## config.mk

```make
export PLATFORM = sky130hd
export DESIGN_NAME = token_lexer_with_positions
export DESIGN_NICKNAME = d
export VERILOG_FILES = /design/src/hdl/tlwp_pkg.sv /design/src/hdl/tlwp_step.sv /design/src/hdl/tlwp_outq.sv /design/src/hdl/token_lexer_with_positions.sv
export SDC_FILE = /design/constraint.sdc
export NUM_CORES = 1
export LEC_CHECK = 0
export BUFFER_PORTS_ARGS = -buffer_cell sky130_fd_sc_hd__buf_4
export CAP_MARGIN = 20
export CORE_ASPECT_RATIO = 1.1
export CORE_MARGIN = 5
export CORE_UTILIZATION = 46
export CTS_CLUSTER_DIAMETER = 80
export DETAILED_ROUTE_END_ITERATION = 8
export GPL_ROUTABILITY_DRIVEN = 0
export PLACE_DENSITY = 0.7
export SLEW_MARGIN = 20
export SYNTH_ARGS = -nofsm -noshare
export SYNTH_HDL_FRONTEND = slang
export SYNTH_SLANG_ARGS = --single-unit
```

## constraint.sdc

```tcl
create_clock -name clk -period 8.5 [get_ports clk]
set_input_delay 0.425 -clock clk [delete_from_list [all_inputs] [get_ports clk]]
set_output_delay 0.425 -clock clk [all_outputs]
set_load 0.05 [all_outputs]
```

## src/hdl/tlwp_pkg.sv

```systemverilog
// ----------------------------------------------------------------------------
// tlwp_pkg: shared types and constants for the token lexer
// Token codes, position widths, the result word and byte classes.
// ----------------------------------------------------------------------------
package tlwp_pkg;

  localparam int LINE_BITS   = 20;
  localparam int COLUMN_BITS = 16;
  localparam int LEN_BITS    = 16;

  // result queue
  localparam int QDEPTH   = 4;
  localparam int QAW      = 2;
  localparam int QCNT_W   = 3;

  localparam logic [LINE_BITS-1:0]   LINE_TOP   = '1;
  localparam logic [LINE_BITS-1:0]   LINE_ONE   = {{(LINE_BITS-1){1'b0}}, 1'b1};
  localparam logic [COLUMN_BITS-1:0] COLUMN_TOP = '1;
  localparam logic [COLUMN_BITS-1:0] COLUMN_ONE = {{(COLUMN_BITS-1){1'b0}}, 1'b1};
  localparam logic [LEN_BITS-1:0]    LEN_TOP    = '1;
  localparam logic [LEN_BITS-1:0]    LEN_ONE    = {{(LEN_BITS-1){1'b0}}, 1'b1};

  localparam logic [7:0] CH_UNDERSCORE = 8'h5F;
  localparam logic [7:0] CH_HYPHEN     = 8'h2D;
  localparam logic [7:0] CH_HASH       = 8'h23;
  localparam logic [7:0] CH_COLON      = 8'h3A;
  localparam logic [7:0] CH_COMMA      = 8'h2C;
  localparam logic [7:0] CH_NEWLINE    = 8'h0A;
  localparam logic [7:0] CH_SPACE      = 8'h20;
  localparam logic [7:0] CH_TAB        = 8'h09;

  // register indexes
  localparam logic REG_FIRST_LINE   = 1'b0;
  localparam logic REG_FIRST_COLUMN = 1'b1;

  typedef enum logic [2:0] {
    KIND_IDENT   = 3'd0,
    KIND_NUMERIC = 3'd1,
    KIND_NEWLINE = 3'd2,
    KIND_HASH    = 3'd3,
    KIND_COLON   = 3'd4,
    KIND_COMMA   = 3'd5,
    KIND_UNKNOWN = 3'd6
  } tok_kind_t;

  typedef struct packed {
    tok_kind_t              kind;
    logic [LINE_BITS-1:0]   begin_line;
    logic [COLUMN_BITS-1:0] begin_column;
    logic [LINE_BITS-1:0]   finish_line;
    logic [COLUMN_BITS-1:0] finish_column;
    logic [LEN_BITS-1:0]    length;
    logic [7:0]             byte_val;
    logic                   last;
  } tok_res_t;

  function automatic logic is_digit(input logic [7:0] b);
    return b inside {[8'h30:8'h39]};
  endfunction

  function automatic logic is_run_byte(input logic [7:0] b);
    return (b inside {[8'h30:8'h39], [8'h41:8'h5A], [8'h61:8'h7A]}) ||
           (b == CH_UNDERSCORE) || (b == CH_HYPHEN);
  endfunction

  function automatic tok_kind_t single_kind(input logic [7:0] b);
    tok_kind_t k;
    case (b)
      CH_NEWLINE: k = KIND_NEWLINE;
      CH_HASH:    k = KIND_HASH;
      CH_COLON:   k = KIND_COLON;
      CH_COMMA:   k = KIND_COMMA;
      default:    k = KIND_UNKNOWN;
    endcase
    return k;
  endfunction

endpackage

```

## src/hdl/tlwp_step.sv

```systemverilog
// ----------------------------------------------------------------------------
// tlwp_step: per-byte lexer step
// Holds run and position state; turns one byte into up to two results.
// ----------------------------------------------------------------------------
module tlwp_step import tlwp_pkg::*; (
  input  logic      clk,
  input  logic      rst_n,
  input  logic      step,
  input  logic [7:0] byte_in,
  input  logic      end_of_text,
  input  logic      first_line,
  input  logic      first_column,
  output logic      flush_valid,
  output tok_res_t  flush_res,
  output logic      single_valid,
  output tok_res_t  single_res
);

  logic                   in_run_r, in_run_nxt;
  logic                   run_num_r, run_num_nxt;
  logic [LEN_BITS-1:0]    run_len_r, run_len_nxt;
  logic [7:0]             run_last_r, run_last_nxt;
  logic [LINE_BITS-1:0]   run_sl_r, run_sl_nxt;
  logic [COLUMN_BITS-1:0] run_sc_r, run_sc_nxt;
  logic [LINE_BITS-1:0]   cur_line_r, cur_line_nxt;
  logic [COLUMN_BITS-1:0] cur_col_r, cur_col_nxt;

  logic [LINE_BITS-1:0]   start_line;
  logic [COLUMN_BITS-1:0] start_col;
  logic [LINE_BITS-1:0]   adv_line;
  logic [COLUMN_BITS-1:0] adv_col;

  assign start_line = {{(LINE_BITS-1){1'b0}}, first_line};
  assign start_col  = {{(COLUMN_BITS-1){1'b0}}, first_column};

  // position after the current byte
  always_comb begin
    if (byte_in == CH_NEWLINE) begin
      adv_line = (cur_line_r == LINE_TOP) ? cur_line_r : cur_line_r + LINE_ONE;
      adv_col  = start_col;
    end else begin
      adv_line = cur_line_r;
      adv_col  = (cur_col_r == COLUMN_TOP) ? cur_col_r : cur_col_r + COLUMN_ONE;
    end
  end

  always_comb begin
    in_run_nxt   = in_run_r;
    run_num_nxt  = run_num_r;
    run_len_nxt  = run_len_r;
    run_last_nxt = run_last_r;
    run_sl_nxt   = run_sl_r;
    run_sc_nxt   = run_sc_r;
    cur_line_nxt = cur_line_r;
    cur_col_nxt  = cur_col_r;
    flush_valid  = 1'b0;
    single_valid = 1'b0;

    flush_res.kind          = run_num_r ? KIND_NUMERIC : KIND_IDENT;
    flush_res.begin_line    = run_sl_r;
    flush_res.begin_column  = run_sc_r;
    flush_res.finish_line   = cur_line_r;
    flush_res.finish_column = cur_col_r;
    flush_res.length        = run_len_r;
    flush_res.byte_val      = run_last_r;
    flush_res.last          = 1'b1;

    single_res.kind          = single_kind(byte_in);
    single_res.begin_line    = cur_line_r;
    single_res.begin_column  = cur_col_r;
    single_res.finish_line   = adv_line;
    single_res.finish_column = adv_col;
    single_res.length        = LEN_ONE;
    single_res.byte_val      = byte_in;
    single_res.last          = 1'b1;

    if (end_of_text) begin
      flush_valid  = in_run_r;
      cur_line_nxt = start_line;
      cur_col_nxt  = start_col;
    end else if (in_run_r && is_run_byte(byte_in)) begin
      run_len_nxt  = (run_len_r == LEN_TOP) ? run_len_r : run_len_r + LEN_ONE;
      run_num_nxt  = run_num_r & is_digit(byte_in);
      run_last_nxt = byte_in;
      cur_line_nxt = adv_line;
      cur_col_nxt  = adv_col;
    end else begin
      flush_valid  = in_run_r;
      cur_line_nxt = adv_line;
      cur_col_nxt  = adv_col;
      if (byte_in == CH_SPACE || byte_in == CH_TAB) begin
        single_valid = 1'b0;
      end else if (is_run_byte(byte_in)) begin
        in_run_nxt   = 1'b1;
        run_num_nxt  = is_digit(byte_in) || (byte_in == CH_HYPHEN);
        run_len_nxt  = LEN_ONE;
        run_last_nxt = byte_in;
        run_sl_nxt   = cur_line_r;
        run_sc_nxt   = cur_col_r;
      end else begin
        single_valid = 1'b1;
      end
    end

    // a flushed run that is not followed by a new run start is cleared
    if (flush_valid && !(!end_of_text && is_run_byte(byte_in))) begin
      in_run_nxt   = 1'b0;
      run_num_nxt  = 1'b1;
      run_len_nxt  = '0;
      run_last_nxt = '0;
      run_sl_nxt   = '0;
      run_sc_nxt   = '0;
    end

    flush_res.last = !single_valid;
  end

  always_ff @(posedge clk) begin
    if (!rst_n) begin
      in_run_r   <= 1'b0;
      run_num_r  <= 1'b1;
      run_len_r  <= '0;
      run_last_r <= '0;
      run_sl_r   <= '0;
      run_sc_r   <= '0;
      cur_line_r <= start_line;
      cur_col_r  <= start_col;
    end else if (step) begin
      in_run_r   <= in_run_nxt;
      run_num_r  <= run_num_nxt;
      run_len_r  <= run_len_nxt;
      run_last_r <= run_last_nxt;
      run_sl_r   <= run_sl_nxt;
      run_sc_r   <= run_sc_nxt;
      cur_line_r <= cur_line_nxt;
      cur_col_r  <= cur_col_nxt;
    end
  end

endmodule

```

## src/hdl/tlwp_outq.sv

```systemverilog
// ----------------------------------------------------------------------------
// tlwp_outq: result queue
// Four-entry queue; takes up to two results a cycle, gives one while out_ready is high.
// ----------------------------------------------------------------------------
module tlwp_outq import tlwp_pkg::*; (
  input  logic     clk,
  input  logic     rst_n,
  input  logic     push_a,
  input  tok_res_t data_a,
  input  logic     push_b,
  input  tok_res_t data_b,
  output logic     room,
  output logic     out_valid,
  input  logic     out_ready,
  output tok_res_t out_data
);

  tok_res_t            mem_r [QDEPTH];
  logic [QAW-1:0]      head_r, head_nxt;
  logic [QAW-1:0]      tail_r, tail_nxt;
  logic [QCNT_W-1:0]   cnt_r, cnt_nxt;
  logic [QAW-1:0]      addr_b;
  logic                pop;
  logic [QCNT_W-1:0]   n_push;

  assign out_valid = (cnt_r != '0);
  assign out_data  = mem_r[head_r];
  assign pop       = out_valid && out_ready;
  // two free entries needed before a byte is stepped
  assign room      = (cnt_r <= QCNT_W'(QDEPTH - 2));
  assign n_push    = QCNT_W'(push_a) + QCNT_W'(push_b);
  assign addr_b    = push_a ? tail_r + QAW'(1) : tail_r;

  always_comb begin
    tail_nxt = tail_r + n_push[QAW-1:0];
    head_nxt = pop ? head_r + QAW'(1) : head_r;
    cnt_nxt  = cnt_r + n_push - QCNT_W'(pop);
  end

  always_ff @(posedge clk) begin
    if (push_a) begin
      mem_r[tail_r] <= data_a;
    end
    if (push_b) begin
      mem_r[addr_b] <= data_b;
    end
  end

  always_ff @(posedge clk) begin
    if (!rst_n) begin
      head_r <= '0;
      tail_r <= '0;
      cnt_r  <= '0;
    end else begin
      head_r <= head_nxt;
      tail_r <= tail_nxt;
      cnt_r  <= cnt_nxt;
    end
  end

endmodule

```

## src/hdl/token_lexer_with_positions.sv

```systemverilog
// ----------------------------------------------------------------------------
// token_lexer_with_positions: byte-stream lexer with source positions
// Splits a byte stream into identifier, numeric and one-byte tokens and
// reports each token's begin/finish line and column, length and byte.
// ----------------------------------------------------------------------------
//
//  channel | direction | handshake             | word
//  --------+-----------+-----------------------+------------------------------
//  in_     | input     | in_valid / in_ready   | byte_in, end_of_text
//  out_    | output    | out_valid / out_ready | one token record
//  cfg_    | input     | APB, pready tied high | first_line @0, first_column @4
//
//  One byte a cycle while the queue has room: an accepted word waits in
//  the input register, is stepped into the result queue, and its first
//  result shows the cycle after. A byte that both closes a run and forms
//  a token yields two words, so the output side then sets the pace at one
//  result word a cycle. The step waits for two free entries in the
//  four-entry result queue; in_ready drops only while the input register
//  holds a word that cannot step. Reset (rst_n low, synchronous) empties
//  the queue, clears the run and sets the position and both registers to one.
//
module token_lexer_with_positions import tlwp_pkg::*; (
  input  logic                   clk,
  input  logic                   rst_n,
  // input words
  input  logic                   in_valid,
  output logic                   in_ready,
  input  logic [7:0]             in_byte_in,
  input  logic                   in_end_of_text,
  // result words
  output logic                   out_valid,
  input  logic                   out_ready,
  output logic [2:0]             out_token_kind,
  output logic [LINE_BITS-1:0]   out_begin_line,
  output logic [COLUMN_BITS-1:0] out_begin_column,
  output logic [LINE_BITS-1:0]   out_finish_line,
  output logic [COLUMN_BITS-1:0] out_finish_column,
  output logic [LEN_BITS-1:0]    out_token_length,
  output logic [7:0]             out_single_byte,
  output logic                   out_last_of_run,
  // configuration
  input  logic                   cfg_psel,
  input  logic                   cfg_penable,
  input  logic                   cfg_pwrite,
  input  logic [2:0]             cfg_paddr,
  input  logic [31:0]            cfg_pwdata,
  output logic [31:0]            cfg_prdata,
  output logic                   cfg_pready
);

  // input register
  logic       ivalid_r, ivalid_nxt;
  logic [7:0] byte_r;
  logic       eot_r;

  // configuration registers
  logic first_line_r;
  logic first_column_r;
  logic cfg_wr;
  logic cfg_sel;

  logic     step;
  logic     room;
  logic     flush_valid;
  logic     single_valid;
  tok_res_t flush_res;
  tok_res_t single_res;
  tok_res_t head;

  // --- configuration port: zero-wait APB, one bit per register
  assign cfg_pready = 1'b1;
  assign cfg_sel    = cfg_paddr[2];
  assign cfg_wr     = cfg_psel && cfg_penable && cfg_pwrite;

  always_comb begin
    case (cfg_sel)
      REG_FIRST_LINE:   cfg_prdata = {31'b0, first_line_r};
      REG_FIRST_COLUMN: cfg_prdata = {31'b0, first_column_r};
      default:          cfg_prdata = '0;
    endcase
  end

  always_ff @(posedge clk) begin
    if (!rst_n) begin
      first_line_r   <= 1'b1;
      first_column_r <= 1'b1;
    end else if (cfg_wr) begin
      case (cfg_sel)
        REG_FIRST_LINE:   first_line_r   <= cfg_pwdata[0];
        REG_FIRST_COLUMN: first_column_r <= cfg_pwdata[0];
        default:          first_line_r   <= first_line_r;
      endcase
    end
  end

  // --- input register: advance when empty or when the held word steps
  assign step     = ivalid_r && room;
  assign in_ready = !ivalid_r || step;

  always_comb begin
    ivalid_nxt = ivalid_r;
    if (in_valid && in_ready) begin
      ivalid_nxt = 1'b1;
    end else if (step) begin
      ivalid_nxt = 1'b0;
    end
  end

  always_ff @(posedge clk) begin
    if (!rst_n) begin
      ivalid_r <= 1'b0;
    end else begin
      ivalid_r <= ivalid_nxt;
    end
  end

  // payload: hold unless a new word lands
  always_ff @(posedge clk) begin
    if (in_valid && in_ready) begin
      byte_r <= in_byte_in;
      eot_r  <= in_end_of_text;
    end
  end

  // --- lexer step: run state, position and token records
  tlwp_step u_step (
    .clk          (clk),
    .rst_n        (rst_n),
    .step         (step),
    .byte_in      (byte_r),
    .end_of_text  (eot_r),
    .first_line   (first_line_r),
    .first_column (first_column_r),
    .flush_valid  (flush_valid),
    .flush_res    (flush_res),
    .single_valid (single_valid),
    .single_res   (single_res)
  );

  // --- result queue: flushed run first, then the one-byte token
  tlwp_outq u_outq (
    .clk       (clk),
    .rst_n     (rst_n),
    .push_a    (step && flush_valid),
    .data_a    (flush_res),
    .push_b    (step && single_valid),
    .data_b    (single_res),
    .room      (room),
    .out_valid (out_valid),
    .out_ready (out_ready),
    .out_data  (head)
  );

  assign out_token_kind    = head.kind;
  assign out_begin_line    = head.begin_line;
  assign out_begin_column  = head.begin_column;
  assign out_finish_line   = head.finish_line;
  assign out_finish_column = head.finish_column;
  assign out_token_length  = head.length;
  assign out_single_byte   = head.byte_val;
  assign out_last_of_run   = head.last;

endmodule

```

==> metrics, run 1 <==
GRT Util Overall 24.67%; outcome completed; Post-DP Area 0.02718 mm²; H-tree Lvls 2; leakage 0.008769 µW; Layout area overhead 10.80%; TritonCTS Buffers 53; Syn Area/Cell 11.36 µm²; combinational share of power 24.6%; sw power 2274 µW; root buffer cell clkbuf_16; crit path kind flip-flop to flip-flop; Post-Syn Instances 2311; DR pass1 iterations 5; worst min-delay path category primary input to flip-flop; Clock Pin Slew Worst Setup and Hold Paths 60 ps; port bufs 120; Setup TNS Final 0 ps; ANT cells 0; Worst setup EP type flip-flop; clk sinks 519; power density over the cells 239.1 mW/mm²; num ports 186; Antenna Violating Nets Remaining 0; fmax 0.2117 GHz; per-cell routed wire length 25.75 µm; sequential fraction of the synthesis area 52.64%; Max VDD drop 0.1879 mV; Finished Cell Area 0.02910 mm²; share of layout cells above drive strength 1 20.16%; Synth Register Bits 519; Skew-Pair Late Insertion Delay 610 ps; worst slew pin tran 1168 ps; CP Launch Type flip-flop; die area 0.06197 mm²; CTS max path bufs 3; Sw Share 32.68%; worst endpoint required time 8710 ps; Reg2Reg Depth 8; vias in the first global route 20590; largest net degree at the start of global routing 228; Synth top area share 39.22%; final global-route overflow total 0; Final nets 2340; # setup viols final 0; Die Y 260.6 µm; first-pass GRT wire length 120700 µm; initial antenna violation count 1; row cnt 91; setup slack after placement 3858 ps; Syn. warnings 0; post-detail-place hpwl 43310 µm; most instantiated library cell after synthesis edfxtp_1; vias per cell 6.650; initial drt markers 2370; Core Region 0.05636 mm²; Critical Path AT 4940 ps; Die Width 237.8 µm; Multi-input gate area 0.01109 mm²; DR DRC count 0; DR vias 20390; Final Cycle Share 55.58%; final hold violation count 0; Synth cell types 78; Slew Limit Headroom 22.10%; Final WS setup 3776 ps; register area 0.01383 mm²; max cap viols 0; Initial Util 46.60%; FILL cells 4799; RSZ-0062 raised after global routing false; power share of the clock group 34.4%; Final Skew 24.83 ps; Post-synth top cells edfxtp_1 (343), nand2_1 (232), o211ai_1 (198), dfxtp_1 (176), o21ai_0 (169); synth top area cells edfxtp_1 (39%), dfxtp_1 (13%), mux4_2 (8.6%); Final min period 4724 ps; CP max FO 62; Post-synth EDFFs 343; ys flop type edfxtp_1; Netlist Area Pre-Place 0.02626 mm²; DRT Wirelength 78960 µm; Internal 4684 µW; Max Slew Vio Count 0; Flop pwr share 41.0%; Synth async-reset ratio 0%; setup bufs post-CTS 0; area leader, netlist edfxtp_1; hold path cells 1; CTS tree built
==> layer usage <==
metal | part of all wire, % | up-vias | track usage [%]
met5 | 0 | - | 0
met4 | 3.6 | 0 | 10.36
met3 | 11 | 209 | 4.650
met2 | 49 | 1400 | 40.68
met1 | 37 | 10010 | 32.15
li1 | - | 8772 | -
==> cells by family (layout without fill, tap and decap cells) <==
kind of cell,Yosys count,count (layout),synth area share (%)
other cells,2,32,0.02860
flops,519,519,52.64
mux,118,118,9.414
buf+inv,328,309,6.132
compound gates,823,823,21.53
simple gates,481,481,8.724
fa+ha+maj,12,12,0.6003
xor+xnor,28,28,0.9338
==> per-stage QoR <==
step	util (%)	instances	hold slack (ps)	total power (µW)
floorplan	-	2341	432.5	4133
global placement	48.19	2956	438.9	4615
detailed placement	48.23	2957	446.1	4626
CTS	51.53	3065	1.749	6989
global route	51.63	3066	9.393	7163
finish	51.63	3066	24.97	6958
==> what timing repair did <==
| item | in CTS | in global routing |
|---|---|---|
| resized for setup | 0 | 0 |
| hold buffers | 8 | 0 |
| endpoints found under the hold margin | 8 | 0 |
| endpoints found under the setup margin | 0 | 0 |
==> flip-flops by register name (all words and copies together) (netlist names), named ones only <==
name / cells
u_outq.mem_r: 400
u_step.run_num_r: 1
u_step.run_len_r: 16
ivalid_r: 1
u_step.run_sl_r: 20
u_outq.cnt_r: 3
u_step.in_run_r: 1
first_column_r: 1
first_line_r: 1
u_outq.tail_r: 2
u_step.run_sc_r: 16
u_outq.head_r: 2
eot_r: 1
u_step.cur_col_r: 16
byte_r: 8
u_step.run_last_r: 8
u_step.cur_line_r: 20
==> worst paths after layout <==
| kind | startpoint | end | slack (ps) |
|---|---|---|---|
| worst min-delay path | in_byte_in[7] | byte_r[7] | 20 |
| worst max-delay path | byte_r[3] | u_outq.mem_r[0][30] | 3780 |
| worst max register to register | byte_r[3] | u_outq.mem_r[0][30] | 3780 |
| worst min register to register | u_outq.mem_r[1][17] | u_outq.mem_r[1][17] | 450 |
==> final cells by class <==
class                      count  area share, %
timing repair buffer         162          4.442
clock buffer                  73          5.203
clock inverter                27         0.8987
sequential                   519          47.53
tap                          744          3.199
multi-input combinational   1494          38.12
inverter                      47         0.6063
==> worst max-delay path: stages (launching register included) <==
cell      delay (ps)
edfxtp_1         570
nor3_1           250
a211o_1          240
o211a_1          490
and2_1           210
buf_4            470
nand2_2          580
nand2_4          550
buf_4            910
==> cell usage in the layout (no fill, tap or decap), drive strengths merged, types with 5 or more instances in the layout <==
master / synthesis / layout
edfxtp: 343 / 343
o21ai: 318 / 318
o211ai: 274 / 274
nand2: 234 / 234
dfxtp: 176 / 176
buf: 156 / 154
mux4: 100 / 100
a21oi: 97 / 97
clkbuf: 125 / 73
nand3: 66 / 66
nor2: 63 / 63
inv: 44 / 46
a22o: 32 / 32
conb: 2 / 32
o22ai: 29 / 29
xnor2: 27 / 27
nand4: 26 / 26
clkinv: 3 / 22
nor3: 17 / 17
a221o: 15 / 15
or4: 11 / 11
ha: 11 / 11
mux2i: 11 / 11
nor4: 11 / 11
o31ai: 10 / 10
and2: 10 / 10
o2bb2ai: 9 / 9
or3: 8 / 8
dlygate4sd3: 0 / 8
a22oi: 7 / 7
mux2: 7 / 7
nand2b: 5 / 5
a21o: 5 / 5
a211oi: 5 / 5
bufinv: 0 / 5
nor3b: 5 / 5
==> power groups by stage <==
stage | Combinational (µW) | Clock, µW | Sequential (µW)
final | 1710 | 2390 | 2850
after global routing | 1780 | 2510 | 2870
after CTS | 1720 | 2410 | 2850
after detailed placement | 1720 | 0 | 2910
after global placement | 1710 | 0 | 2900
after floorplan | 1320 | 0 | 2810
No activity file was read; power rests on OpenSTA's default activity.
==> inputs of run 2 (changes only) <==
- PLACE_DENSITY: 0.7 -> 0.72
- clock period: 8.5 -> 4.3 ns (I/O delays scaled with it)
==> run 2 against run 1 <==
Effect of this change:
- cell area grew 1.0%
- clock-buffer cell count increased by 2
- combinational power up 100%
- wire length fell by 0.74%
- highest routed layer is now met5
- register-to-register slack worse by 3100 ps
- fmax increased by 29%
- critical path type unchanged
- die area stayed put
- worst setup slack worse by 3100 ps
- critical path depth fell by 1
- non-clock buffer count is 27 higher
==> metrics, run 2 (same netlist as run 1, synthesis figures left out) <==
initial drt markers 2552 (was 2370); Reg2Reg Depth 7 (was 8); most frequent cells in the layout edfxtp_1 (343), nand2_1 (225), o211ai_1 (198) (unchanged); port bufs 120 (unchanged); clk sinks 519 (unchanged); fin util 52.15% (was 51.63%); power density over the cells 470.4 mW/mm² (was 239.1 mW/mm²); GRT Util Overall 24.43% (was 24.67%); Top reg by flops u_outq.mem_r (unchanged); fmax 0.2741 GHz (was 0.2117 GHz); R2R Path Start byte_r[5] (was byte_r[3]); vias per cell 6.601 (was 6.650); worst min-delay path category primary input to flip-flop (unchanged); crit path kind flip-flop to flip-flop (unchanged); Die Y 260.6 µm (unchanged); Core Region 0.05636 mm² (unchanged); die area 0.06197 mm² (unchanged); Worst setup EP type flip-flop (unchanged); largest registers u_outq.mem_r: 400 flops, u_step.cur_line_r: 20 flops, u_step.run_sl_r: 20 flops (unchanged); initial antenna violation count 1 (unchanged); max cap viols 0 (unchanged); Die Width 237.8 µm (unchanged); worst slew pin tran 1215 ps (was 1168 ps); final hold violation count 0 (unchanged); H-tree Lvls 2 (unchanged); reg2reg end u_outq.mem_r[2][88] (was u_outq.mem_r[0][30]); TritonCTS Buffers 51 (was 53); CP max FO 70 (was 62); root buffer cell clkbuf_16 (unchanged); Final Skew 32.50 ps (was 24.83 ps); num ports 186 (unchanged); slowest CP cell buf_4 (unchanged); Antenna Violating Nets Remaining 0 (unchanged); flop2flop setup slack 650 ps (was 3780 ps); largest net degree at the start of global routing 162 (was 228); ANT cells 0 (unchanged); Worst path max stage delay 760 ps (was 910 ps); CP Launch Point byte_r[5] (was byte_r[3]); leakage 0.009229 µW (was 0.008769 µW); critical path endpoint u_outq.mem_r[2][88] (was u_outq.mem_r[0][30]); post-detail-place hpwl 44180 µm (was 43310 µm); final global-route overflow total 0 (unchanged); FILL cells 4791 (was 4799); DR pass1 iterations 6 (was 5); Skew-Pair Late Insertion Delay 620 ps (was 610 ps); Min Hold Slack 96.75 ps (was 24.97 ps); share of layout cells above drive strength 1 20.44% (was 20.16%); Final Cycle Share 84.85% (was 55.58%); CTS tree built (unchanged); Initial Util 46.60% (unchanged); row cnt 91 (unchanged); Max Slew Vio Count 0 (unchanged); Final min period 3648 ps (was 4724 ps); DR vias 20380 (was 20390); Critical Path AT 3950 ps (was 4940 ps); per-cell routed wire length 25.38 µm (was 25.75 µm); CP Launch Type flip-flop (unchanged); total power draw 13820 µW (was 6958 µW); Final nets 2365 (was 2340); Largest register FFs 400 (unchanged); worst endpoint required time 4600 ps (was 8710 ps); RSZ-0062 raised after global routing false (unchanged); Setup TNS Final 0 ps (unchanged); Slew Limit Headroom 19.02% (was 22.10%); DR DRC count 0 (unchanged); CTS max path bufs 3 (unchanged); most common cell after layout, fill and taps aside edfxtp_1 (unchanged); vias in the first global route 20420 (was 20590); Layout area overhead 11.91% (was 10.80%); outcome completed (unchanged); Max VDD drop 0.4528 mV (was 0.1879 mV); # setup viols final 0 (unchanged); crit path cell chain nor4bb_1 -> nand2_1 -> o211a_1 -> and2_1 -> nand2_2 -> buf_4 -> o21ai_0 (was nor3_1 -> a211o_1 -> o211a_1 -> and2_1 -> buf_4 -> nand2_2 -> nand2_4 -> buf_4); first-pass GRT wire length 119400 µm (was 120700 µm); DRT Wirelength 78380 µm (was 78960 µm); Clock Pin Slew Worst Setup and Hold Paths 60 ps (about the same)
[run 2: repair_timing]
| item | CTS | global route |
|---|---|---|
| setup buffers | 0 | 0 |
| resized for setup | 0 | 0 |
| hold endpoints to repair | 16 | 0 |
| hold buffers | 17 | 0 |
[run 2: through the flow]
step | std cells | setup WS, ps | area [µm²]
6_report | 3088 | 651.7 | 29390
5_1_grt | 3088 | 491.3 | 29390
4_1_cts | 3088 | 706.0 | 29380
3_5_place_dp | 2976 | 697.5 | 27440
3_3_place_gp | 2976 | 748.6 | 27440
2_1_floorplan | 2341 | 592.5 | 26380
[run 2: where the power goes]
| part | total, µW | switching, µW | leakage, µW | internal [µW] |
|---|---|---|---|---|
| combinational | 3470 | 2330 | 0.00359 | 1140 |
| sequential | 5640 | 229 | 0.00477 | 5410 |
| clock | 4710 | 1960 | 0.000873 | 2750 |
| total | 13800 | 4530 | 0.00923 | 9300 |
[run 2: worst min-delay path by stage]
stage | cells after the start | slack (ps) | endpoint | start
2_1_floorplan | 0 | 310 | byte_r[0] | in_byte_in[0]
3_3_place_gp | 1 | 410 | byte_r[5] | in_byte_in[5]
3_5_place_dp | 1 | 400 | byte_r[7] | in_byte_in[7]
4_1_cts | 4 | 70 | flip-flop | out_ready
5_1_grt | 4 | 130 | flip-flop | out_ready
6_report | 4 | 100 | flip-flop | out_ready
[run 2: area by class of cell]
type                    count  area (µm²)  share of cell area, %
flip-flops and latches    519       13830                  47.06
multi-input cells        1494       11030                  37.54
repair buffers            189        1649                  5.611
clock buffers              75        1510                  5.139
well taps                 744       930.9                  3.167
clock inverters            20       260.3                 0.8855
inverters                  47       176.4                 0.6003
[run 2: critical path, delay by kind of cell, from the launching register on]
kind / cells / cell delay, ps
buffers and inverters: 1 / 760
DFF: 1 / 620
AOI/OAI and AO/OA: 2 / 600
and+or+nand+nor: 4 / 1330
[run 2: per-layer routing]
metal	part of all wire [%]	vias up	track usage (%)	wire [µm]
met1	37	9987	31.32	29030
met2	48	1359	40.70	37810
met3	11	208	5.221	8574
met5	0.017	-	0	13
li1	-	8828	-	-
met4	3.8	2	9.734	2951
